<file path="config.mk">
export PLATFORM = sky130hd
export DESIGN_NAME = audio_class_control_responder
export DESIGN_NICKNAME = d
export VERILOG_FILES = /design/src/rtl/acr_pkg.sv /design/src/rtl/acr_ctrl.sv /design/src/rtl/acr_dp.sv /design/src/rtl/audio_class_control_responder.sv
export SDC_FILE = /design/constraint.sdc
export NUM_CORES = 2
export LEC_CHECK = 0
export BUFFER_PORTS_ARGS = -buffer_cell sky130_fd_sc_hd__buf_2
export CAP_MARGIN = 20
export CORE_ASPECT_RATIO = 1.25
export CORE_MARGIN = 2
export CORE_UTILIZATION = 42
export DETAILED_ROUTE_END_ITERATION = 7
export GPL_TIMING_DRIVEN = 0
export PLACE_DENSITY = 0.67
export SYNTH_ARGS = -nofsm -noshare
export SYNTH_HDL_FRONTEND = slang
export SYNTH_HIERARCHICAL = 1
export SYNTH_SLANG_ARGS = --single-unit
</file>
<file path="constraint.sdc">
create_clock -name i_clk -period 13.5 [get_ports i_clk]
set_clock_uncertainty 0.05 [all_clocks]
set_input_delay 2.7 -clock i_clk [delete_from_list [all_inputs] [get_ports i_clk]]
set_output_delay 2.7 -clock i_clk [all_outputs]
set_load 0.02 [all_outputs]
</file>
<file path="src/rtl/acr_pkg.sv">
package acr_pkg;

    localparam int          RATE_W      = 20;
    localparam int          CNT_W       = 3;
    localparam int          MAX_RATES_D = 4;
    localparam logic [2:0]  OP_GET      = 3'd0;
    localparam logic [2:0]  OP_SET      = 3'd1;
    localparam logic [2:0]  OP_ALT      = 3'd2;
    localparam logic [2:0]  OP_CLOSE    = 3'd3;
    localparam logic [2:0]  OP_REENUM   = 3'd4;
    localparam logic [7:0]  ENT_CLOCK   = 8'h04;
    localparam logic [7:0]  ENT_FEATURE = 8'h02;
    localparam logic [7:0]  SEL_FREQ    = 8'd1;
    localparam logic [7:0]  SEL_VALID   = 8'd2;
    localparam logic [7:0]  SEL_MUTE    = 8'd1;
    localparam logic [7:0]  SEL_VOLUME  = 8'd2;
    localparam logic [7:0]  REQ_CUR     = 8'd1;
    localparam logic [7:0]  REQ_RANGE   = 8'd2;
    localparam logic [2:0]  CFG_RATE_A  = 3'd0;
    localparam logic [2:0]  CFG_RATE_B  = 3'd1;
    localparam logic [2:0]  CFG_RATE_C  = 3'd2;
    localparam logic [2:0]  CFG_RATE_D  = 3'd3;
    localparam logic [2:0]  CFG_COUNT   = 3'd4;
    localparam logic [2:0]  CFG_DEFSLOT = 3'd5;
    localparam logic [16:0] UNITY       = 17'd65536;
    localparam logic [31:0] COARSE_STEP = 32'd3827893632;
    localparam logic [31:0] FINE_STEP   = 32'd4293036182;
    localparam logic [31:0] VOL_MIN     = 32'h0000_9C00;
    localparam logic [31:0] VOL_RES     = 32'h0000_0100;
    localparam logic [RATE_W-1:0] RATE_A_RST = 20'd44100;
    localparam logic [RATE_W-1:0] RATE_B_RST = 20'd48000;

    typedef struct packed {
        logic [2:0]  opcode;
        logic [7:0]  entity_id;
        logic [7:0]  control_selector;
        logic [7:0]  request_code;
        logic [31:0] set_value;
        logic [7:0]  alt_setting;
    } t_req;

    typedef struct packed {
        logic        accepted;
        logic [31:0] data_word;
        logic [2:0]  data_bytes;
        logic        last;
        logic [16:0] gain_q16;
        logic        streaming;
        logic [19:0] current_rate;
    } t_rsp;

    typedef enum logic [2:0] {
        K_STALL, K_ACK, K_RATE_CUR, K_RATE_RANGE, K_VALID, K_MUTE, K_VOL_CUR, K_VOL_RANGE
    } t_kind;

    typedef enum logic [2:0] {
        S_IDLE, S_EXEC, S_GSET, S_GC, S_GF, S_GP, S_EMIT
    } t_state;

    typedef struct packed {
        logic load;
        logic exec;
        logic gset;
        logic gc;
        logic gf;
        logic gp;
        logic emit;
    } t_cmd;

    typedef struct packed {
        logic gain_req;
        logic ca_zero;
        logic cb_zero;
        logic last_word;
    } t_sts;

endpackage

</file>
<file path="src/rtl/acr_ctrl.sv">
module acr_ctrl (
    input  logic           i_clk,
    input  logic           i_rst_n,
    input  logic           i_start,
    input  acr_pkg::t_sts  i_sts,
    output acr_pkg::t_cmd  o_cmd,
    output logic           o_busy
);

    acr_pkg::t_state r_state, n_state;

    always_ff @(posedge i_clk) begin
        if (!i_rst_n) begin
            r_state <= acr_pkg::S_IDLE;
        end else begin
            r_state <= n_state;
        end
    end

    always_comb begin
        n_state = r_state;
        unique case (r_state)
            acr_pkg::S_IDLE: begin
                if (i_start) n_state = acr_pkg::S_EXEC;
            end
            acr_pkg::S_EXEC: begin
                n_state = i_sts.gain_req ? acr_pkg::S_GSET : acr_pkg::S_EMIT;
            end
            acr_pkg::S_GSET: n_state = acr_pkg::S_GC;
            acr_pkg::S_GC: begin
                if (i_sts.ca_zero) n_state = acr_pkg::S_GF;
            end
            acr_pkg::S_GF: begin
                if (i_sts.cb_zero) n_state = acr_pkg::S_GP;
            end
            acr_pkg::S_GP: n_state = acr_pkg::S_EMIT;
            acr_pkg::S_EMIT: begin
                if (i_sts.last_word) n_state = acr_pkg::S_IDLE;
            end
            default: n_state = acr_pkg::S_IDLE;
        endcase
    end

    always_comb begin
        o_cmd      = '0;
        o_busy     = (r_state != acr_pkg::S_IDLE);
        o_cmd.load = (r_state == acr_pkg::S_IDLE) && i_start;
        o_cmd.exec = (r_state == acr_pkg::S_EXEC);
        o_cmd.gset = (r_state == acr_pkg::S_GSET);
        o_cmd.gc   = (r_state == acr_pkg::S_GC) && !i_sts.ca_zero;
        o_cmd.gf   = (r_state == acr_pkg::S_GF) && !i_sts.cb_zero;
        o_cmd.gp   = (r_state == acr_pkg::S_GP);
        o_cmd.emit = (r_state == acr_pkg::S_EMIT);
    end

    a_load_idle: assert property (@(posedge i_clk) disable iff (!i_rst_n)
        o_cmd.load |=> (r_state == acr_pkg::S_EXEC))
        else $error("load did not enter exec");
    a_gp_emit: assert property (@(posedge i_clk) disable iff (!i_rst_n)
        o_cmd.gp |=> o_cmd.emit)
        else $error("gain result not followed by emit");
    a_emit_src: assert property (@(posedge i_clk) disable iff (!i_rst_n)
        $rose(o_cmd.emit) |-> ($past(o_cmd.exec) || $past(o_cmd.gp)))
        else $error("emit entered from wrong state");

endmodule

</file>
<file path="src/rtl/acr_dp.sv">
module acr_dp #(
    parameter int MAX_RATES = acr_pkg::MAX_RATES_D
) (
    input  logic                       i_clk,
    input  logic                       i_rst_n,
    input  acr_pkg::t_req              i_req,
    input  acr_pkg::t_cmd              i_cmd,
    input  logic                       i_cfg_we,
    input  logic [2:0]                 i_cfg_index,
    input  logic [acr_pkg::RATE_W-1:0] i_cfg_data,
    output acr_pkg::t_sts              o_sts,
    output logic                       o_rsp_valid,
    output acr_pkg::t_rsp              o_rsp
);

    logic [acr_pkg::RATE_W-1:0] r_rate [MAX_RATES];
    logic [2:0]                 r_count_cfg;
    logic [1:0]                 r_defslot;
    logic [acr_pkg::RATE_W-1:0] r_chosen;
    logic                       r_muted;
    logic [15:0]                r_vol;
    logic [16:0]                r_gain;
    logic                       r_stream;
    acr_pkg::t_req              r_req;
    acr_pkg::t_kind             r_kind, n_kind;
    logic [3:0]                 r_k;
    logic [7:0]                 r_ca;
    logic [7:0]                 r_cb;
    logic [32:0]                r_coarse;
    logic [32:0]                r_fine;
    logic                       r_strobe;
    acr_pkg::t_rsp              r_rsp;

    logic [acr_pkg::CNT_W-1:0]  w_n;
    logic [acr_pkg::RATE_W-1:0] w_def_rate;
    logic                       w_match;
    logic                       w_gain_req;
    logic [16:0]                w_m;
    logic [31:0]                w_ma, w_mb;
    logic [63:0]                w_rnd;
    logic [32:0]                w_p;
    logic [16:0]                w_gcalc;
    logic [1:0]                 w_slot;
    logic [1:0]                 w_pos;
    logic [acr_pkg::RATE_W-1:0] w_slot_rate;
    logic [3:0]                 w_klast;
    logic                       w_last;
    acr_pkg::t_rsp              w_word;

    always_comb begin
        int s;
        w_n = (r_count_cfg == 3'd0) ? 3'd1 :
              (r_count_cfg > 3'(MAX_RATES)) ? 3'(MAX_RATES) : r_count_cfg;
        s = (int'(r_defslot) >= MAX_RATES) ? MAX_RATES - 1 : int'(r_defslot);
        w_def_rate = '0;
        w_match    = 1'b0;
        w_slot_rate = '0;
        for (int i = 0; i < MAX_RATES; i++) begin
            if (i == s) w_def_rate = r_rate[i];
            if (i == int'(w_slot)) w_slot_rate = r_rate[i];
            if ((3'(i) < w_n) && ({12'd0, r_rate[i]} == r_req.set_value)) w_match = 1'b1;
        end
    end

    always_comb begin
        n_kind     = acr_pkg::K_STALL;
        w_gain_req = 1'b0;
        priority case (r_req.opcode)
            acr_pkg::OP_GET: begin
                if (r_req.entity_id == acr_pkg::ENT_CLOCK) begin
                    if (r_req.control_selector == acr_pkg::SEL_FREQ &&
                        r_req.request_code == acr_pkg::REQ_CUR)
                        n_kind = acr_pkg::K_RATE_CUR;
                    else if (r_req.control_selector == acr_pkg::SEL_FREQ &&
                             r_req.request_code == acr_pkg::REQ_RANGE)
                        n_kind = acr_pkg::K_RATE_RANGE;
                    else if (r_req.control_selector == acr_pkg::SEL_VALID &&
                             r_req.request_code == acr_pkg::REQ_CUR)
                        n_kind = acr_pkg::K_VALID;
                end else if (r_req.entity_id == acr_pkg::ENT_FEATURE &&
                             (r_req.request_code == acr_pkg::REQ_CUR ||
                              r_req.request_code == acr_pkg::REQ_RANGE)) begin
                    if (r_req.control_selector == acr_pkg::SEL_MUTE &&
                        r_req.request_code == acr_pkg::REQ_CUR)
                        n_kind = acr_pkg::K_MUTE;
                    else if (r_req.control_selector == acr_pkg::SEL_VOLUME)
                        n_kind = (r_req.request_code == acr_pkg::REQ_RANGE) ?
                                 acr_pkg::K_VOL_RANGE : acr_pkg::K_VOL_CUR;
                end
            end
            acr_pkg::OP_SET: begin
                if (r_req.entity_id == acr_pkg::ENT_CLOCK &&
                    r_req.control_selector == acr_pkg::SEL_FREQ) begin
                    if (w_match) n_kind = acr_pkg::K_ACK;
                end else if (r_req.entity_id == acr_pkg::ENT_FEATURE &&
                             (r_req.control_selector == acr_pkg::SEL_MUTE ||
                              r_req.control_selector == acr_pkg::SEL_VOLUME)) begin
                    n_kind     = acr_pkg::K_ACK;
                    w_gain_req = 1'b1;
                end
            end
            acr_pkg::OP_ALT, acr_pkg::OP_CLOSE, acr_pkg::OP_REENUM: n_kind = acr_pkg::K_ACK;
            default: n_kind = acr_pkg::K_STALL;
        endcase
    end

    assign w_m  = 17'h10000 - {1'b0, r_vol};
    assign w_ma = i_cmd.gc ? r_coarse[31:0] : r_fine[31:0];
    assign w_mb = i_cmd.gc ? acr_pkg::COARSE_STEP :
                  i_cmd.gf ? acr_pkg::FINE_STEP : r_coarse[31:0];
    assign w_rnd = 64'(w_ma) * 64'(w_mb) + 64'h0000_0000_8000_0000;
    assign w_p = r_coarse[32] ? r_fine : r_fine[32] ? r_coarse : {1'b0, w_rnd[63:32]};
    assign w_gcalc = 17'((34'(w_p) + 34'd32768) >> 16);

    always_comb begin
        w_slot = 2'd0;
        w_pos  = 2'd0;
        unique case (r_k)
            4'd1:  begin w_slot = 2'd0; w_pos = 2'd0; end
            4'd2:  begin w_slot = 2'd0; w_pos = 2'd1; end
            4'd3:  begin w_slot = 2'd0; w_pos = 2'd2; end
            4'd4:  begin w_slot = 2'd1; w_pos = 2'd0; end
            4'd5:  begin w_slot = 2'd1; w_pos = 2'd1; end
            4'd6:  begin w_slot = 2'd1; w_pos = 2'd2; end
            4'd7:  begin w_slot = 2'd2; w_pos = 2'd0; end
            4'd8:  begin w_slot = 2'd2; w_pos = 2'd1; end
            4'd9:  begin w_slot = 2'd2; w_pos = 2'd2; end
            4'd10: begin w_slot = 2'd3; w_pos = 2'd0; end
            4'd11: begin w_slot = 2'd3; w_pos = 2'd1; end
            4'd12: begin w_slot = 2'd3; w_pos = 2'd2; end
            default: begin w_slot = 2'd0; w_pos = 2'd0; end
        endcase
    end

    assign w_klast = {w_n, 1'b0} + {1'b0, w_n};

    always_comb begin
        unique case (r_kind)
            acr_pkg::K_RATE_RANGE: w_last = (r_k == w_klast);
            acr_pkg::K_VOL_RANGE:  w_last = (r_k == 4'd3);
            default:               w_last = 1'b1;
        endcase
    end

    always_comb begin
        w_word              = '0;
        w_word.accepted     = 1'b1;
        w_word.last         = w_last;
        w_word.gain_q16     = r_gain;
        w_word.streaming    = r_stream;
        w_word.current_rate = r_chosen;
        unique case (r_kind)
            acr_pkg::K_STALL: w_word.accepted = 1'b0;
            acr_pkg::K_ACK: ;
            acr_pkg::K_RATE_CUR: begin
                w_word.data_word  = {12'd0, r_chosen};
                w_word.data_bytes = 3'd4;
            end
            acr_pkg::K_RATE_RANGE: begin
                if (r_k == 4'd0) begin
                    w_word.data_word  = {29'd0, w_n};
                    w_word.data_bytes = 3'd2;
                end else begin
                    w_word.data_word  = (w_pos == 2'd2) ? 32'd0 : {12'd0, w_slot_rate};
                    w_word.data_bytes = 3'd4;
                end
            end
            acr_pkg::K_VALID: begin
                w_word.data_word  = 32'd1;
                w_word.data_bytes = 3'd1;
            end
            acr_pkg::K_MUTE: begin
                w_word.data_word  = {31'd0, r_muted};
                w_word.data_bytes = 3'd1;
            end
            acr_pkg::K_VOL_CUR: begin
                w_word.data_word  = {16'd0, r_vol};
                w_word.data_bytes = 3'd2;
            end
            acr_pkg::K_VOL_RANGE: begin
                w_word.data_bytes = 3'd2;
                unique case (r_k[1:0])
                    2'd0: w_word.data_word = 32'd1;
                    2'd1: w_word.data_word = acr_pkg::VOL_MIN;
                    2'd2: w_word.data_word = 32'd0;
                    2'd3: w_word.data_word = acr_pkg::VOL_RES;
                    default: w_word.data_word = 32'd0;
                endcase
            end
            default: w_word.accepted = 1'b0;
        endcase
    end

    always_ff @(posedge i_clk) begin
        if (!i_rst_n) begin
            for (int i = 0; i < MAX_RATES; i++) begin
                r_rate[i] <= (i == 0) ? acr_pkg::RATE_A_RST :
                             (i == 1) ? acr_pkg::RATE_B_RST : '0;
            end
            r_count_cfg <= 3'd2;
            r_defslot   <= 2'd0;
            r_chosen    <= acr_pkg::RATE_A_RST;
            r_muted     <= 1'b0;
            r_vol       <= '0;
            r_gain      <= acr_pkg::UNITY;
            r_stream    <= 1'b0;
            r_strobe    <= 1'b0;
        end else begin
            if (i_cfg_we) begin
                if (i_cfg_index <= acr_pkg::CFG_RATE_D) begin
                    for (int i = 0; i < MAX_RATES; i++) begin
                        if (i_cfg_index == 3'(i)) r_rate[i] <= i_cfg_data;
                    end
                end else if (i_cfg_index == acr_pkg::CFG_COUNT) begin
                    r_count_cfg <= i_cfg_data[2:0];
                end else if (i_cfg_index == acr_pkg::CFG_DEFSLOT) begin
                    r_defslot <= i_cfg_data[1:0];
                end
            end
            if (i_cmd.exec) begin
                priority case (r_req.opcode)
                    acr_pkg::OP_SET: begin
                        if (n_kind == acr_pkg::K_ACK) begin
                            if (r_req.entity_id == acr_pkg::ENT_CLOCK)
                                r_chosen <= r_req.set_value[acr_pkg::RATE_W-1:0];
                            else if (r_req.control_selector == acr_pkg::SEL_MUTE)
                                r_muted <= (r_req.set_value[7:0] != 8'd0);
                            else
                                r_vol <= r_req.set_value[15:0];
                        end
                    end
                    acr_pkg::OP_ALT:   r_stream <= (r_req.alt_setting != 8'd0);
                    acr_pkg::OP_CLOSE: r_stream <= 1'b0;
                    acr_pkg::OP_REENUM: begin
                        r_stream <= 1'b0;
                        r_chosen <= w_def_rate;
                    end
                    default: ;
                endcase
            end
            if (i_cmd.gp) begin
                r_gain <= r_muted ? 17'd0 : !r_vol[15] ? acr_pkg::UNITY : w_gcalc;
            end
            r_strobe <= i_cmd.emit;
        end
    end

    always_ff @(posedge i_clk) begin
        if (i_cmd.load) r_req <= i_req;
        if (i_cmd.exec) begin
            r_kind <= n_kind;
            r_k    <= '0;
        end
        if (i_cmd.gset) begin
            r_coarse <= 33'h1_0000_0000;
            r_fine   <= 33'h1_0000_0000;
            if (r_muted || !r_vol[15]) begin
                r_ca <= '0;
                r_cb <= '0;
            end else begin
                r_ca <= w_m[15:8] | {w_m[16], 7'd0};
                r_cb <= w_m[7:0];
            end
        end
        if (i_cmd.gc) begin
            r_coarse <= r_coarse[32] ? {1'b0, acr_pkg::COARSE_STEP} : {1'b0, w_rnd[63:32]};
            r_ca     <= r_ca - 8'd1;
        end
        if (i_cmd.gf) begin
            r_fine <= r_fine[32] ? {1'b0, acr_pkg::FINE_STEP} : {1'b0, w_rnd[63:32]};
            r_cb   <= r_cb - 8'd1;
        end
        if (i_cmd.emit) begin
            r_rsp <= w_word;
            r_k   <= r_k + 4'd1;
        end
    end

    assign o_sts.gain_req  = w_gain_req;
    assign o_sts.ca_zero   = (r_ca == 8'd0);
    assign o_sts.cb_zero   = (r_cb == 8'd0);
    assign o_sts.last_word = w_last;
    assign o_rsp_valid     = r_strobe;
    assign o_rsp           = r_rsp;

    a_strobe_src: assert property (@(posedge i_clk) disable iff (!i_rst_n)
        r_strobe |-> $past(i_cmd.emit))
        else $error("result word without emit");
    a_stall_empty: assert property (@(posedge i_clk) disable iff (!i_rst_n)
        (r_strobe && !r_rsp.accepted) |-> (r_rsp.data_bytes == 3'd0 && r_rsp.last))
        else $error("stall word carries data");
    a_gain_range: assert property (@(posedge i_clk) disable iff (!i_rst_n)
        r_gain <= acr_pkg::UNITY)
        else $error("gain above unity");

endmodule

</file>
<file path="src/rtl/audio_class_control_responder.sv">
// Control responder for one clock source and one feature unit.
// Request channel: drive i_req and raise start; the word is taken on a
// rising edge where start is high and busy is low.
// Result channel: each result word is on o_rsp for one cycle with
// o_rsp_valid high; there is no back-pressure, the receiver cannot stall.
// Configuration: i_cfg_valid/o_cfg_ready with register index and data;
// o_cfg_ready is always high, write only while the block is idle.
// Flow: an accepted request goes to EXEC, then EMIT gives one word per
// cycle (range of sample rates: up to 13 words). A volume or mute set runs
// the gain unit first: one shared 32x32 multiplier iterated once per coarse
// dB step and once per fine step, plus a final product step; the next item
// is accepted in the cycle the last word is shown.
// Reset: rates 44100 and 48000 offered, rate 44100, unmuted, volume 0,
// gain unity, streaming off.
module audio_class_control_responder #(
    parameter int MAX_RATES = acr_pkg::MAX_RATES_D
) (
    input  logic                       i_clk,
    input  logic                       i_rst_n,
    input  logic                       start,
    output logic                       busy,
    input  acr_pkg::t_req              i_req,
    output logic                       o_rsp_valid,
    output acr_pkg::t_rsp              o_rsp,
    input  logic                       i_cfg_valid,
    output logic                       o_cfg_ready,
    input  logic [2:0]                 i_cfg_index,
    input  logic [acr_pkg::RATE_W-1:0] i_cfg_data
);

    acr_pkg::t_cmd w_cmd;
    acr_pkg::t_sts w_sts;

    assign o_cfg_ready = 1'b1;

    acr_ctrl u_ctrl (
        .i_clk   (i_clk),
        .i_rst_n (i_rst_n),
        .i_start (start),
        .i_sts   (w_sts),
        .o_cmd   (w_cmd),
        .o_busy  (busy)
    );

    acr_dp #(.MAX_RATES(MAX_RATES)) u_dp (
        .i_clk       (i_clk),
        .i_rst_n     (i_rst_n),
        .i_req       (i_req),
        .i_cmd       (w_cmd),
        .i_cfg_we    (i_cfg_valid),
        .i_cfg_index (i_cfg_index),
        .i_cfg_data  (i_cfg_data),
        .o_sts       (w_sts),
        .o_rsp_valid (o_rsp_valid),
        .o_rsp       (o_rsp)
    );

endmodule
</file>
Word-level counts from Yosys, hierarchy flattened:

Memory sizes are Yosys's and may differ from the RTL's. A register that Yosys moved wholly into a read port is not among the register bits.
Cells that the tools add are included.
W data, S select, Z words.

* memories kept: 2
* RAM bits: 80
* input port bits: 94
* ROM bits: 64
* output and inout port bits: 78
* register bits: 295

Memories
* u_dp.r_rate: depth 4, bits a word 20, rd ports 4, clocked after memory_dff 0, write ports 4, RTL line acr_dp.sv:16 `logic [acr_pkg::RATE_W-1:0] r_rate [MAX_RATES];`
* (no name shown): depth 16, bits a word 4, rd ports 1, clocked after memory_dff 1, write ports 0, RTL line acr_dp.sv:118 `unique case (r_k)`

* order comparisons: 6
* reduce and logical (&&, ||, !) cells: 47
* muxes and demuxes: 91
* $mul: 1
* bitwise operators: 9
* add/sub/neg operators: 7
* equality and inequality tests: 50

Operators with widths (count)
* $mux W20: 15
* $pmux W35 S6: 1
* $mux W32: 6
* $mux W33: 4
* $eq A20 B32 Y1: 4
* $pmux W32 S4: 1
* $add A64 B32 Y64 const B: 1
* $mul A32 B32 Y64: 1
* $mux W8: 6
* $mux W3: 15
* $pmux W20 S2: 1
* $mux W35: 1
* $mux W17: 2
* $add A33 B16 Y33 const B: 1
* $mux W1: 32
* $eq A3 B3 Y1 const B: 10
* $eq A3 B2 Y1 const B: 8
* $eq A8 B2 Y1 const B: 3
* $pmux W3 S7: 1
* $sub A17 B16 Y17 const A: 1
* $eq A8 B1 Y1 const B: 2
* $logic_not A8 Y1: 2
* $reduce_bool A8 Y1: 2
* $sub A8 B1 Y8 const B: 2
* other kinds (36): 89

Logic depth before layout (Yosys ltp):

* depth after elaboration: 15
* mapped depth: 40
* gate-level depth less buffers: 38

By module:

The synthesis kept the hierarchy.

By module, submodules not included
* acr_dp: times used 1, sequential area each 10279.9 um2, area an instance 51244.1 um2, cells each 5360
* acr_ctrl: times used 1, sequential area each 60.1 um2, area an instance 229.0 um2, cells each 29
* audio_class_control_responder: times used 1, sequential area each 0.0 um2, area an instance 11.3 um2, cells each 2

Worst setup path after synthesis:

Ideal clock, no wire load.

* path kind: flip-flop to flip-flop
* start: register u_dp.r_ca[4]
* end: register u_dp.r_gain[16]
* setup time: 127 ps
* period minus slack after synthesis: 10305 ps
* arrival: 10128 ps
* path slack: 3195 ps
* data required time: 13323 ps
* stages on the path, launching flop included: 33
* cells stage by stage: edfxtp_1 -> or4_1 -> nor4b_1 -> nor3b_1 -> clkbuf_1 -> buf_1 -> clkbuf_1 -> a21oi_1 -> clkbuf_1 -> nor2_1 -> fa_1 -> fa_1 -> inv_1 -> fa_1 -> fa_1 -> inv_1 -> fa_1 -> fa_1 -> fa_1 -> fa_1 -> ha_1 -> nand4_1 -> or3_1 -> o41ai_1 -> o211ai_1 -> and2_1 -> buf_2 -> o31ai_1 -> o211ai_1 -> or4_1 -> nor2_1 -> a31oi_1 -> or3_1

RTL lines
* start, declared: RTL line acr_dp.sv:27 `logic [7:0] r_ca;`
* start signal, assigned: RTL line acr_dp.sv:261 `r_ca <= w_m[15:8] | {w_m[16], 7'd0};`
* start signal, assigned: RTL line acr_dp.sv:267 `r_ca <= r_ca - 8'd1;`
* end signal, assigned: RTL line acr_dp.sv:205 `r_gain <= acr_pkg::UNITY;`
* end signal, assigned: RTL line acr_dp.sv:242 `r_gain <= r_muted ? 17'd0 : !r_vol[15] ? acr_pkg::UNITY : w_gcalc;`
* end, declared: RTL line acr_dp.sv:22 `logic [16:0] r_gain;`

==> summary.txt <==
Critical path
  • Crit path to: u_dp/r_gain[16]
  • Reg2reg setup slack: 0.08 ns
  • Critical Path End Type: flop
  • R2r worst-path depth: 33
  • Max incr delay on CP: 0.97 ns
  • CP Launch Point: u_dp/r_ca[4]
  • Critical path arrival: roughly 14 ns
  • Slowest cell on crit path: a21oi_2
  • Crit path kind: flop to flop
  • RR Endpoint: u_dp/r_gain[16]
  • Worst-path fanout max: 10
  • Data required time of the worst path: 13.93 ns
  • FF-to-FF Start: u_dp/r_ca[4]
  • CP dominant cell by count: fa_1
  • Critical Path Start Type: flop

Route
  • WL/cell: ~32 µm
  • First drt pass iteration count: 8
  • Detailed Route Iter0 Violations: 4185
  • # DRC: 0
  • Vias: 42600
  • Post-DR vias/cell: around 5.8
  • Met3 WL post-DR: 19.8 mm
  • DR top layer: met5
  • WL met1: between 70 and 80 mm
  • Antenna Nets Post-Route: 0
  • Final wirelength: 236 mm
  • DR WL met2: 108 mm

GRT
  • Gr ovfl total: 0
  • Largest net degree at the start of global routing: 68
  • Overall Global Routing Usage: 0.382
  • First-pass GRT wire length: 330 mm
  • Vias in the first global route: 44800
  • Initial antenna violation count: 20

Final layout
  • Share of cells above drive strength 1: 0.0838
  • Fin util: 0.467
  • Fin nets: 6957
  • Fin area: 56800 µm²
  • P&R area growth vs syn: 10.4%

STA
  • Final worst slack: 0.0771 ns
  • # setup viols final: 0
  • Max Clk Rate: 74.5 MHz
  • Fin. max-slew vios: 0
  • Fin Hold WS: 0.380 ns
  • RSZ-0062 raised after global routing: no
  • Period Utilization, post-route: 0.994
  • Relative slew slack: 0.143
  • Period minus WS final: approximately 13 ns
  • Worst slew pin tran: 1.29 ns
  • Endpoints failing hold: 0

Placed design
  • PortBufs: 158
  • Placed cell area: 55300 µm²
  • Detail Placement HPWL: 195 mm
  • Routability congestion estimate: about 1.1
  • Pre-CTS setup slack: -0.218 ns

Die
  • Vert. Die Dim: 395 µm
  • IO Pins: 172
  • Core area: 122000 µm²
  • Row count: 143
  • Initial core utilization: 0.423
  • Die ar.: 125000 µm²
  • Die Wd: 317 µm

Yosys
  • Mean Syn Cell Area: 9.55 µm²
  • Post-synth ARST share: 0
  • Mapped Cells: 5391
  • Top FF cell, synth: edfxtp_1
  • EDFF count, synth: 299
  • Netlist cell types: 93
  • Sequential area share after synthesis: 0.201
  • Post-synth design cell area: between 50000 and 60000 µm²
  • Synth Register Bits: 367
  • Synth Warn #: 6

Clock network
  • Clock-pin slew on the worst setup and hold paths: 0.06 ns
  • Hold bufs inserted after CTS: 0
  • Root buffer cell: clkbuf_16
  • CTS buffer count: 38
  • Skew-Pair Late Insertion Delay: 0.59 ns
  • CTS H-tree depth: 2
  • CTS tree: built
  • Clock tree sinks: approximately 370
  • CTS max path bufs: 3

Status
  • Status: completed

Job
  • Max-Cap Viols: 0

Worst hold path
  • HP Class: flop to flop
==> worst max-delay path: cells and delay by family (launching register included) <==
kind	cells	cell delay, ns
flops	1	0.42
fa+ha+maj	9	4.57
compound gates	6	2.71
buf+inv	8	2.30
simple gates	10	3.23
==> cells by family after synthesis <==
family          after synthesis  synth area share
mux                         118            0.0334
xor+xnor                    156            0.0265
other cells                   2          0.000146
fa+ha+maj                  1199             0.422
simple gates               1837             0.165
buf+inv                    1224            0.0906
flops                       367             0.201
compound gates              488            0.0618
==> cell usage after synthesis, drive strengths merged, types with 64 or more instances <==
library cell | number | area, µm²
xor2 | 67 | 587
inv | 930 | 3490
fa | 896 | 17900
clkbuf | 253 | 950
ha | 303 | 3790
a21oi | 155 | 780
nor2 | 694 | 2610
nand2 | 504 | 1890
and2 | 211 | 1320
nor3 | 64 | 332
xnor2 | 89 | 780
dfxtp | 68 | 1360
o21ai | 107 | 536
and3 | 67 | 420
edfxtp | 299 | 8980
==> flip-flops by register name, summed over array words and instances (netlist names), 2 cells and up <==
signal,count
u_dp/w_pos,2
u_dp/r_req,67
u_ctrl/r_state,3
u_dp/r_k,4
u_dp/r_gain,17
u_dp/r_kind,3
u_dp/r_ca,8
u_dp/r_cb,8
u_dp/w_slot,2
u_dp/r_chosen,20
u_dp/r_fine,33
u_dp/r_coarse,33
u_dp/o_rsp,63
u_dp/r_vol,16
u_dp/r_defslot,2
u_dp/r_count_cfg,3
u_dp/r_rate,80
==> through the flow <==
stage | cells | setup TNS [ns]
2_1_floorplan | 5402 | 0
3_3_place_gp | 7155 | -59.20
3_5_place_dp | 7219 | -0.359
4_1_cts | 7283 | 0
5_1_grt | 7289 | 0
6_report | 7297 | 0
==> worst min path at each step <==
stage | startpoint | cells after the start | end
3_5_place_dp | u_dp/r_gain[13] | 0 | u_dp/o_rsp[34]
4_1_cts | u_dp/r_gain[13] | 0 | u_dp/o_rsp[34]
5_1_grt | u_dp/r_gain[13] | 0 | u_dp/o_rsp[34]
2_1_floorplan | u_dp/r_gain[6] | 0 | u_dp/o_rsp[27]
3_3_place_gp | u_dp/r_gain[10] | 0 | u_dp/o_rsp[31]
6_report | u_dp/r_gain[13] | 0 | u_dp/o_rsp[34]
==> timing repair <==
action,CTS,global route
gates cloned,0,0
gates resized for setup,7,34
buffers inserted,0,3
endpoints found under the setup margin,4,10
==> layout make-up <==
cell class	instances	area (µm²)
Multi-Input combinational cell	3811	36700
Tap cell	1595	2000
Fill cell	11800	64800
Inverter	932	3500
Buffer	280	1140
Antenna cell	9	22.5
Clock buffer	47	1010
Clock inverter	22	299
Sequential cell	367	10300
Timing Repair Buffer	234	1820
==> placed cells by master (no fill, tap or decap), types with 24 or more instances in the layout <==
cell type,count
nand4_1,49
nand2_1,503
inv_1,928
nor2b_1,36
fa_1,896
or2_2,30
nor3_1,63
dfxtp_1,68
nand3_1,44
o21ai_0,97
buf_2,168
clkbuf_1,235
clkbuf_16,38
mux2i_1,51
nor2_1,688
xor2_1,67
xnor2_1,89
a21oi_1,140
and3_1,66
buf_8,44
nand2b_1,25
edfxtp_1,299
or3_1,33
and2_1,210
a21o_1,32
mux4_2,41
ha_1,303
buf_4,24
nor4_1,36
==> layer usage <==
metal	global-route usage	up-vias
met3	0.0818	936
met5	0	-
met1	0.420	21500
met4	0.368	14
met2	0.606	2553
li1	-	17600
Power is not shown: default switching activity piles up to over one toggle a cycle in this logic, so the estimate is an artifact.
